[src/design/mva_pkg.sv]
package mva_pkg;

  localparam int NUM_VOICES_DEF   = 18;
  localparam int NUM_CHANNELS_DEF = 16;

  localparam logic [13:0] BEND_CENTER  = 14'h2000;
  localparam logic [6:0]  CTRL_ALL_OFF = 7'd123;

  localparam logic [2:0] KIND_NOTE_OFF = 3'd0;
  localparam logic [2:0] KIND_NOTE_ON  = 3'd1;
  localparam logic [2:0] KIND_CONTROL  = 3'd2;
  localparam logic [2:0] KIND_PROGRAM  = 3'd3;
  localparam logic [2:0] KIND_BEND     = 3'd4;
  localparam logic [2:0] KIND_RESET    = 3'd5;

  localparam logic [2:0] CMD_OFF    = 3'd0;
  localparam logic [2:0] CMD_TIMBRE = 3'd1;
  localparam logic [2:0] CMD_VOLUME = 3'd2;
  localparam logic [2:0] CMD_PITCH  = 3'd3;
  localparam logic [2:0] CMD_ON     = 3'd4;
  localparam int NUM_CMDS = 5;

  typedef struct packed {
    logic [2:0] kind;
    logic [3:0] channel;
    logic [6:0] data_one;
    logic [6:0] data_two;
  } msg_t;

  typedef struct packed {
    logic [2:0]  command;
    logic [4:0]  voice;
    logic [13:0] value;
    logic        last;
  } cmd_t;

  typedef struct packed {
    logic        busy;
    logic [6:0]  note;
    logic [3:0]  channel;
    logic [31:0] age;
    logic [6:0]  volume;
  } voice_t;

  typedef enum logic [4:0] {
    S_IDLE  = 5'b00001,
    S_SCAN  = 5'b00010,
    S_WRITE = 5'b00100,
    S_EMIT  = 5'b01000,
    S_DONE  = 5'b10000
  } state_t;

  typedef enum logic [1:0] {
    M_FIND    = 2'd0,
    M_REL_ALL = 2'd1,
    M_REL_CH  = 2'd2,
    M_BEND    = 2'd3
  } mode_t;

  localparam logic signed [6:0] OCTAVE_SHIFT [128] = '{
    0, -12, 12, 0, 0, 12, -12, 0, 0, -24,
    0, 0, 0, 0, 0, 0, 0, 0, -12, 0,
    0, 0, 0, 0, 0, 0, 0, 0, 0, 0,
    0, 0, 12, 12, 12, 0, 0, 12, 12, 0,
    -12, -12, 0, 12, -12, -12, 0, 12, 0, 0,
    -12, 0, 0, 0, 12, 12, 0, 0, 12, 0,
    0, 0, 12, 0, 0, 0, 12, 12, 0, 12,
    0, 0, -12, 0, -12, -12, 0, 0, -12, -12,
    0, 0, 0, 0, 0, -12, -19, 0, 0, -12,
    0, 0, 0, 0, 0, 0, -31, -12, 0, 12,
    12, 12, 12, 0, 12, 0, 12, 0, 0, 0,
    0, 12, 0, 0, 0, 0, 12, 12, 12, 0,
    0, 0, 0, 0, -24, -36, 0, 0
  };

  function automatic logic [6:0] shift_note(input logic [6:0] patch, input logic [6:0] note);
    logic signed [8:0] sum;
    sum = $signed({2'b00, note}) + 9'(OCTAVE_SHIFT[patch]);
    if (sum < 0 || sum > 9'sd127) return note;
    return sum[6:0];
  endfunction

  function automatic logic [6:0] boost(input logic [6:0] vel);
    if (vel < 7'd2) return 7'd0;
    return 7'd64 + {1'b0, vel[6:1]};
  endfunction

endpackage

[src/design/midi_voice_allocator.sv]
// channel | direction | handshake            | payload
// msg     | in        | msg_valid/msg_ready  | msg_t (kind, channel, data_one, data_two)
// cmd     | out       | cmd_valid/cmd_ready  | cmd_t (command, voice, value, last)
// cfg     | in        | cfg_we               | cfg_data (drum channel)
//
// one message at a time: one that causes nothing goes straight to done, a release or bend scan
// and an unmatched note off pass through scan and done, and a matched note off or a note on
// passes through scan, write, emit and done; the voice ring rotates one cell per cycle, held
// while the scan stalls, once to scan and once to write back
// synchronous reset clears the voice ring, channel tables and age counter at once
// a stalled cmd port holds the scan, emit and done steps once the one-deep hold stage is full
module midi_voice_allocator
  import mva_pkg::*;
#(
  parameter int NUM_VOICES = NUM_VOICES_DEF
) (
  input  logic       clk,
  input  logic       rst,
  input  logic       msg_valid,
  output logic       msg_ready,
  input  msg_t       msg,
  output logic       cmd_valid,
  input  logic       cmd_ready,
  output cmd_t       cmd,
  input  logic       cfg_we,
  input  logic [3:0] cfg_data
);

  localparam int IW = (NUM_VOICES > 1) ? $clog2(NUM_VOICES) : 1;
  localparam logic [IW-1:0] LAST_IDX = IW'(NUM_VOICES - 1);

  state_t state;
  mode_t  mode;
  logic [3:0] drum_channel;

  // channel tables
  logic [6:0]  channel_patch [NUM_CHANNELS_DEF];
  logic [13:0] channel_bend  [NUM_CHANNELS_DEF];

  // latched message
  logic [3:0]  ch;
  logic        is_on;
  logic [6:0]  note_n;
  logic [6:0]  loud;
  logic [6:0]  patch_l;
  logic [13:0] bend_l;
  logic [13:0] bend_msg;
  logic [31:0] age_counter;

  // voice ring
  voice_t ring_q [NUM_VOICES];
  voice_t head, fb;
  logic   shift;
  logic [IW-1:0] idx;

  // scan tracking
  logic          found, found_next;
  logic [IW-1:0] fidx, fidx_next;
  logic [6:0]    fvol, fvol_next;
  logic          free, free_next;
  logic [IW-1:0] pick, pick_next;
  logic [6:0]    pnote, pnote_next;
  logic [6:0]    pvol, pvol_next;
  logic [31:0]   oldest, oldest_next;
  logic          b_found, b_free;
  logic [IW-1:0] b_fidx, b_pick;
  logic [6:0]    b_fvol, b_pnote, b_pvol;
  logic [31:0]   b_oldest;
  logic          match;

  // post-scan command list
  logic [IW-1:0] target;
  logic [4:0]    off_voice;
  logic [6:0]    off_note;
  logic [NUM_CMDS-1:0] mask;
  logic [NUM_CMDS-1:0] scan_mask;
  logic [2:0]    sel_cmd;

  // hold stage and output register
  logic        hold_valid;
  cmd_t        hold;
  logic        emit_req;
  cmd_t        emit_cmd;
  logic        can_push, stall, push, flush;

  genvar g;
  generate
    for (g = 0; g < NUM_VOICES; g++) begin : g_ring
      if (g == NUM_VOICES - 1) begin : g_tail
        mva_cell u_cell (.clk(clk), .rst(rst), .shift(shift), .d(fb), .q(ring_q[g]));
      end else begin : g_mid
        mva_cell u_cell (.clk(clk), .rst(rst), .shift(shift), .d(ring_q[g+1]),
                         .q(ring_q[g]));
      end
    end
  endgenerate

  assign head      = ring_q[0];
  assign msg_ready = (state == S_IDLE);
  assign bend_msg  = {msg.data_two, msg.data_one};
  assign can_push  = !cmd_valid || cmd_ready;
  assign match     = head.busy && head.note == note_n && head.channel == ch;

  // tracking starts fresh at voice 0
  always_comb begin
    if (idx == '0) begin
      b_found = 1'b0; b_fidx = '0; b_fvol = '0;
      b_free = 1'b0; b_pick = '0; b_pnote = head.note; b_pvol = head.volume;
      b_oldest = age_counter;
    end else begin
      b_found = found; b_fidx = fidx; b_fvol = fvol;
      b_free = free; b_pick = pick; b_pnote = pnote; b_pvol = pvol;
      b_oldest = oldest;
    end
    found_next = b_found || match;
    fidx_next  = (!b_found && match) ? idx : b_fidx;
    fvol_next  = (!b_found && match) ? head.volume : b_fvol;
    free_next = b_free; pick_next = b_pick; pnote_next = b_pnote; pvol_next = b_pvol;
    oldest_next = b_oldest;
    if (!b_free) begin
      if (!head.busy) begin
        free_next = 1'b1; pick_next = idx; pnote_next = head.note; pvol_next = head.volume;
      end else if (head.age < b_oldest) begin
        oldest_next = head.age; pick_next = idx;
        pnote_next = head.note; pvol_next = head.volume;
      end
    end
  end

  // commands owed once a note scan completes
  always_comb begin
    scan_mask = '0;
    if (found_next) begin
      scan_mask[CMD_OFF] = 1'b1;
      if (is_on) begin
        scan_mask[CMD_VOLUME] = (fvol_next != loud);
        scan_mask[CMD_PITCH]  = 1'b1;
        scan_mask[CMD_ON]     = 1'b1;
      end
    end else if (is_on) begin
      // new voice: first free, else oldest stolen
      scan_mask[CMD_OFF]    = !free_next;
      scan_mask[CMD_TIMBRE] = 1'b1;
      scan_mask[CMD_VOLUME] = (pvol_next != loud);
      scan_mask[CMD_PITCH]  = 1'b1;
      scan_mask[CMD_ON]     = 1'b1;
    end
  end

  // lowest pending command first
  always_comb begin
    sel_cmd = CMD_ON;
    for (int i = NUM_CMDS - 1; i >= 0; i--) begin
      if (mask[i]) sel_cmd = 3'(i);
    end
  end

  // command request and ring feedback
  always_comb begin
    emit_req = 1'b0;
    emit_cmd = '0;
    fb       = head;
    flush    = 1'b0;
    unique case (state)
      S_SCAN: begin
        unique case (mode)
          M_REL_ALL: begin
            emit_req = head.busy;
            emit_cmd = '{CMD_OFF, 5'(idx), {7'd0, head.note}, 1'b0};
            fb.busy  = 1'b0;
          end
          M_REL_CH: begin
            emit_req = head.busy && head.channel == ch;
            emit_cmd = '{CMD_OFF, 5'(idx), {7'd0, head.note}, 1'b0};
            if (head.channel == ch) fb.busy = 1'b0;
          end
          M_BEND: begin
            emit_req = head.busy && head.channel == ch;
            emit_cmd = '{CMD_PITCH, 5'(idx), bend_l, 1'b0};
          end
          default: ;
        endcase
      end
      S_WRITE: begin
        if (idx == target) begin
          fb.busy = is_on;
          fb.age  = age_counter;
          if (is_on) begin
            fb.note = note_n; fb.channel = ch; fb.volume = loud;
          end
        end
      end
      S_EMIT: begin
        emit_req = |mask;
        emit_cmd.command = sel_cmd;
        emit_cmd.voice   = (sel_cmd == CMD_OFF) ? off_voice : 5'(target);
        emit_cmd.last    = 1'b0;
        case (sel_cmd)
          CMD_OFF:    emit_cmd.value = {7'd0, off_note};
          CMD_TIMBRE: emit_cmd.value = {7'd0, patch_l};
          CMD_VOLUME: emit_cmd.value = {7'd0, loud};
          CMD_PITCH:  emit_cmd.value = bend_l;
          default:    emit_cmd.value = {7'd0, note_n};
        endcase
      end
      S_DONE: flush = hold_valid;
      default: ;
    endcase
  end

  assign stall = (emit_req || flush) && hold_valid && !can_push;
  assign push  = (emit_req || flush) && hold_valid && can_push;
  assign shift = ((state == S_SCAN) && !stall) || (state == S_WRITE);

  // output register
  always_ff @(posedge clk) begin
    if (rst) begin
      cmd_valid <= 1'b0;
    end else if (push) begin
      cmd_valid <= 1'b1;
    end else if (cmd_ready) begin
      cmd_valid <= 1'b0;
    end
  end

  // the held command is final when it leaves on the flush
  always_ff @(posedge clk) begin
    if (push) begin
      cmd <= '{hold.command, hold.voice, hold.value, flush};
    end
  end

  always_ff @(posedge clk) begin
    if (rst) begin
      hold_valid <= 1'b0;
    end else if (emit_req && !stall) begin
      hold_valid <= 1'b1;
    end else if (flush && !stall) begin
      hold_valid <= 1'b0;
    end
  end

  always_ff @(posedge clk) begin
    if (emit_req && !stall) hold <= emit_cmd;
  end

  // configuration
  always_ff @(posedge clk) begin
    if (rst) begin
      drum_channel <= 4'd15;
    end else if (cfg_we) begin
      drum_channel <= cfg_data;
    end
  end

  // channel tables, updated on message transfer
  always_ff @(posedge clk) begin
    if (rst) begin
      for (int i = 0; i < NUM_CHANNELS_DEF; i++) begin
        channel_patch[i] <= '0;
        channel_bend[i]  <= BEND_CENTER;
      end
    end else if (msg_valid && msg_ready) begin
      if (msg.kind == KIND_RESET) begin
        for (int i = 0; i < NUM_CHANNELS_DEF; i++) begin
          channel_patch[i] <= '0;
          channel_bend[i]  <= BEND_CENTER;
        end
      end else if (msg.channel != drum_channel) begin
        if (msg.kind == KIND_PROGRAM) channel_patch[msg.channel] <= msg.data_one;
        if (msg.kind == KIND_BEND)    channel_bend[msg.channel]  <= bend_msg;
      end
    end
  end

  // sequencer
  always_ff @(posedge clk) begin
    if (rst) begin
      state       <= S_IDLE;
      idx         <= '0;
      age_counter <= '0;
      mask        <= '0;
    end else begin
      unique case (state)
        S_IDLE: begin
          idx <= '0;
          if (msg_valid) begin
            if (msg.kind == KIND_RESET) begin
              mode <= M_REL_ALL; state <= S_SCAN;
            end else if (msg.kind <= KIND_BEND && msg.channel != drum_channel) begin
              case (msg.kind) inside
                KIND_NOTE_OFF, KIND_NOTE_ON: begin
                  mode <= M_FIND; state <= S_SCAN;
                end
                KIND_CONTROL: begin
                  if (msg.data_one >= CTRL_ALL_OFF) begin
                    mode <= M_REL_ALL; state <= S_SCAN;
                  end else begin
                    state <= S_DONE;
                  end
                end
                KIND_PROGRAM: begin
                  mode <= M_REL_CH; state <= S_SCAN;
                end
                default: begin
                  mode <= M_BEND; state <= S_SCAN;
                end
              endcase
            end else begin
              state <= S_DONE;
            end
          end
        end
        S_SCAN: begin
          if (shift) begin
            idx    <= (idx == LAST_IDX) ? '0 : idx + 1'b1;
            found  <= found_next;  fidx  <= fidx_next;   fvol <= fvol_next;
            free   <= free_next;   pick  <= pick_next;   pnote <= pnote_next;
            pvol   <= pvol_next;   oldest <= oldest_next;
            if (idx == LAST_IDX) begin
              if (mode == M_FIND && (found_next || is_on)) begin
                // matched voice, or a new one taken
                state     <= S_WRITE;
                mask      <= scan_mask;
                target    <= found_next ? fidx_next : pick_next;
                off_voice <= 5'(found_next ? fidx_next : pick_next);
                off_note  <= found_next ? note_n : pnote_next;
              end else begin
                state <= S_DONE;
              end
            end
          end
        end
        S_WRITE: begin
          idx <= (idx == LAST_IDX) ? '0 : idx + 1'b1;
          if (idx == LAST_IDX) begin
            age_counter <= age_counter + 32'd1;
            state       <= S_EMIT;
          end
        end
        S_EMIT: begin
          if (mask == '0) begin
            state <= S_DONE;
          end else if (!stall) begin
            mask[sel_cmd] <= 1'b0;
          end
        end
        S_DONE: begin
          if (!stall) state <= S_IDLE;
        end
        default: state <= S_IDLE;
      endcase
    end
  end

  // message fields latched on transfer
  always_ff @(posedge clk) begin
    if (msg_valid && msg_ready) begin
      ch      <= msg.channel;
      is_on   <= (msg.kind == KIND_NOTE_ON) && (msg.data_two != 7'd0);
      note_n  <= shift_note(channel_patch[msg.channel], msg.data_one);
      loud    <= boost(msg.data_two);
      patch_l <= channel_patch[msg.channel];
      bend_l  <= (msg.kind == KIND_BEND) ? bend_msg : channel_bend[msg.channel];
    end
  end

endmodule

[src/design/mva_cell.sv]
module mva_cell
  import mva_pkg::*;
(
  input  logic   clk,
  input  logic   rst,
  input  logic   shift,
  input  voice_t d,
  output voice_t q
);

  always_ff @(posedge clk) begin
    if (rst) begin
      q <= '0;
    end else if (shift) begin
      q <= d;
    end
  end

endmodule

[config.mk]
export PLATFORM = sky130hd
export DESIGN_NAME = midi_voice_allocator
export DESIGN_NICKNAME = d
export VERILOG_FILES = /design/src/design/mva_pkg.sv /design/src/design/midi_voice_allocator.sv /design/src/design/mva_cell.sv
export SDC_FILE = /design/constraint.sdc
export NUM_CORES = 2
export LEC_CHECK = 0
export ABC_AREA = 1
export BUFFER_PORTS_ARGS = -buffer_cell sky130_fd_sc_hd__buf_2
export CAP_MARGIN = 10
export CELL_PAD_IN_SITES_DETAIL_PLACEMENT = 2
export CELL_PAD_IN_SITES_GLOBAL_PLACEMENT = 2
export CORE_ASPECT_RATIO = 0.8
export CORE_MARGIN = 2
export CORE_UTILIZATION = 37
export CTS_BUF_LIST = sky130_fd_sc_hd__clkbuf_4
export DETAILED_ROUTE_END_ITERATION = 10
export GPL_TIMING_DRIVEN = 0
export HOLD_SLACK_MARGIN = 0.15
export PLACE_DENSITY = 0.81
export RECOVER_POWER = 50
export SYNTH_ARGS = -nofsm -noshare
export SYNTH_HDL_FRONTEND = slang
export SYNTH_SLANG_ARGS = --single-unit
[constraint.sdc]
create_clock -name clk -period 4.8 [get_ports clk]
set_clock_uncertainty 0.2 [all_clocks]
set_input_delay 0.24 -clock clk [delete_from_list [all_inputs] [get_ports clk]]
set_output_delay 0.24 -clock clk [all_outputs]
set_load 0.005 [all_outputs]
==> results.json <==
{
  "cts_buffer_depth": 4,
  "drc": 0,
  "dieArea_sq_um": 159000,
  "area_growth_pct": 17.0,
  "slowest_delay_ns": 0.80,
  "final_common_cell": "nor2_1",
  "worstPathRequired_ns": 5.92,
  "grt_use_met2_pct": 52.5,
  "crit_buf_inv": 8,
  "synth_flop_cell": "dfxtp_1",
  "p_sw_uw": 16300,
  "min_path_type": "in2reg",
  "grt_setup_unrepaired": "true",
  "grt_pass1_vias": 58700,
  "synth-simple-area-share_pct": 19.2,
  "avgRoutedWirePerCell_um": 29.9,
  "mostFrequentLayoutCells": "2157 x nor2_1, 1045 x o21ai_0, 969 x dfxtp_1",
  "ys.warnings.count": 0,
  "ys_ff_latch": 1471,
  "cts_tree": "built",
  "grt_pass1_wl_um": 392000,
  "internal_power_uw": 24400,
  "critical_path_peak_fanout": 10,
  "setup_viol": 19,
  "post-place-ws_ns": -1.52,
  "numCtsBuffers": 394,
  "power_density_nw_per_um2": 602,
  "syn_avg_cell_area_sq_um": 8.72,
  "gp_congestion": 0.856,
  "clk_pin_slew_ns": 0.11,
  "clockRootBuffer": "clkbuf_4",
  "synthCells": 6613,
  "path_class": "in2reg",
  "synth.net_count": 6700,
  "fp.dieW_um": 445,
  "p_clk_share_pct": 30.2,
  "setup-tns-final_ns": -4.00,
  "die_h_um": 357,
  "vdd_drop_max_mv": 0.303,
  "drv_slew": 0,
  "end_kind": "register",
  "path_delay_family": "buffers and inverters",
  "synth-xor-area-share_pct": 0.501,
  "dp_hpwl_um": 166000,
  "drt_pre_antenna_iters": 6,
  "cp_data_arrival_time_ns": 6.50,
  "drtIter0Drc": 5834,
  "num_vias": 56300,
  "synthAdderAreaFrac_pct": 1.24,
  "globalRouteTotalUtil_pct": 33.0,
  "fmax_ghz": 0.186,
  "io_pins": 55,
  "whs_path_depth": 6,
  "gr-usage-met1_pct": 41.6,
  "ys_seq_area_share_pct": 59.7,
  "seqPwrFrac_pct": 42.6,
  "timing_worst_slew_pin_value_ns": 1.38,
  "synth_edf_count": 500,
  "comb_power_share_pct": 27.3,
  "synth_top_family_by_area": "simple AND/OR/NAND/NOR gates",
  "maxCapViolCount": 0,
  "top_usage_layer": "met2",
  "finalHoldViolCount": 0,
  "yosysUniqueCellTypes": 65,
  "worst_slack_ns": -0.580,
  "drive_above_1_share_pct": 12.0,
  "start_util_pct": 37.3,
  "async_reset_ff_share_pct": 0,
  "synth_area_sq_um": 57700,
  "reg2reg_depth": 25,
  "slew_headroom_pct": 7.74,
  "power_uw": 40600,
  "placementRows": 129,
  "cpMaxStageDelayCell": "dlygate4sd3_1",
  "cpMostUsedCell": "nand2_2",
  "violations": "negative setup slack",
  "worst-path-stages": 28,
  "synthMuxAreaShare_pct": 0.128,
  "final_antenna_net_count": 0,
  "synth_compound_area_share_pct": 14.6,
  "fin_crit_ns": 5.38,
  "final_nets": 7314,
  "antenna_found_initial": 39,
  "clk_latency_ns": 1.59,
  "grt_max_degree": 66,
  "netSwitchingFraction_pct": 40.0,
  "p_leak_uw": 0.0254,
  "io_buffers": 54,
  "grt_overflow_total": 0,
  "clkSinkCount": 1471,
  "status": "finished, violations left",
  "globalRouteMet3Util_pct": 7.98,
  "fin_crit_sh_pct": 112,
  "core_area_sq_um": 155000,
  "drt-total-wl_um": 285000,
  "start_kind": "input port",
  "cts-htree-levels": 5,
  "routed_via_density": 5.90
}
==> state kept, by name, indices dropped and copies added, names as in the netlist, 5 cells and up <==
register and flops:
pnote 7, pick 5, idx 5, oldest 32, fidx 5, mask 5
g_ring.g_tail.u_cell.q 51, channel_bend 224, loud 7, channel_patch 112, age_counter 32, g_ring.g_mid.u_cell.q 867
off_note 7, cmd 23, bend_l 14, pvol 7, note_n 7, fvol 7
patch_l 7, state 5, off_voice 5, hold 22
==> power groups by stage <==
stage / sequential (uW) / combinational [uW] / clock, uW
CTS: 17000 / 9940 / 11600
global route: 17400 / 12000 / 12800
detailed placement: 17200 / 9520 / 0
global placement: 17100 / 8850 / 0
finish: 17300 / 11100 / 12200
floorplan: 16400 / 6280 / 0
==> metal layers <==
layer	share of wire [%]	wire length [um]	vias to the layer above
met5	0.12	340	-
met3	9.5	27000	1241
li1	-	-	23500
met4	6.4	18400	46
met2	45	128000	3293
met1	39	112000	28100
==> cell usage after synthesis, types with 5 or more instances <==
cell	count	area, sq um
xnor2_1	14	123
o21ai_1	10	50.1
clkbuf_1	378	1420
nor3_1	31	155
nor4_1	7	43.8
o221ai_1	5	43.8
o22ai_1	18	113
xor2_1	19	166
a211oi_1	12	90.1
nand4_1	20	125
dfxtp_1	971	19400
o211ai_1	12	90.1
inv_1	187	702
o41ai_1	6	52.6
a21oi_1	156	781
edfxtp_1	500	15000
ha_1	57	713
buf_2	64	320
nand2_1	486	1820
nor4_2	5	62.6
a31oi_1	58	363
o21ai_0	1066	5340
a22oi_1	166	1250
clkinv_1	15	56.3
nand2_2	5	31.3
nand3_1	90	450
buf_1	6	22.5
nor2_1	2166	8130
inv_2	9	33.8
==> worst paths after layout <==
kind	startpoint	slack, ns	endpoint
worst min-delay path	msg[16]	0.19	patch_l[3]
worst max register to register	channel_patch[10][3]	-0.46	note_n[5]
worst max-delay path	msg[16]	-0.58	note_n[5]
worst min register to register	hold[16]	0.23	cmd[16]
==> layout make-up <==
class	instances	area [sq um]
Fill cell	17100	87100
Clock buffer	605	4540
Clock inverter	50	300
Multi-Input combinational cell	4474	20900
Antenna cell	22	55.1
Sequential cell	1471	34500
Buffer	455	1920
Inverter	212	821
Tap cell	2030	2540
Timing Repair Buffer	219	1920
==> stage by stage <==
| step | cells | utilization [%] | area [sq um] | hold WS, ns |
|---|---|---|---|---|
| floorplan | 6613 | - | 57700 | 0.139 |
| global placement | 8697 | 39.1 | 60500 | 0.204 |
| detailed placement | 8701 | 39.2 | 60600 | 0.205 |
| CTS | 9496 | 43.3 | 66900 | 0.155 |
| global route | 9527 | 43.6 | 67500 | 0.124 |
| finish | 9538 | 43.7 | 67500 | 0.192 |
==> timing repair <==
item / 4_1_cts / 5_1_grt
hold buffers: 136 / 4
pin swaps: 2 / 24
setup buffers: 5 / 15
endpoints found under the setup margin: 204 / 465
hold endpoints to repair: 853 / 8
gates resized for setup: 35 / 136
==> worst min-delay path, stage by stage <==
cell and delay (ns):
buf_2 0.17, nand2_1 0.41, a21oi_1 0.13, or2_1 0.27, nor2_4 0.20, inv_2 0.19
==> cell families after synthesis <==
| kind of cell | after synthesis |
|---|---|
| and+or+nand+nor | 2837 |
| AOI/OAI and AO/OA | 1540 |
| DFF | 1471 |
| buffers and inverters | 668 |
| adders and majority gates | 57 |
| xor gates and xnor gates | 33 |
| muxes | 7 |
(Power assumes the default switching activity.)
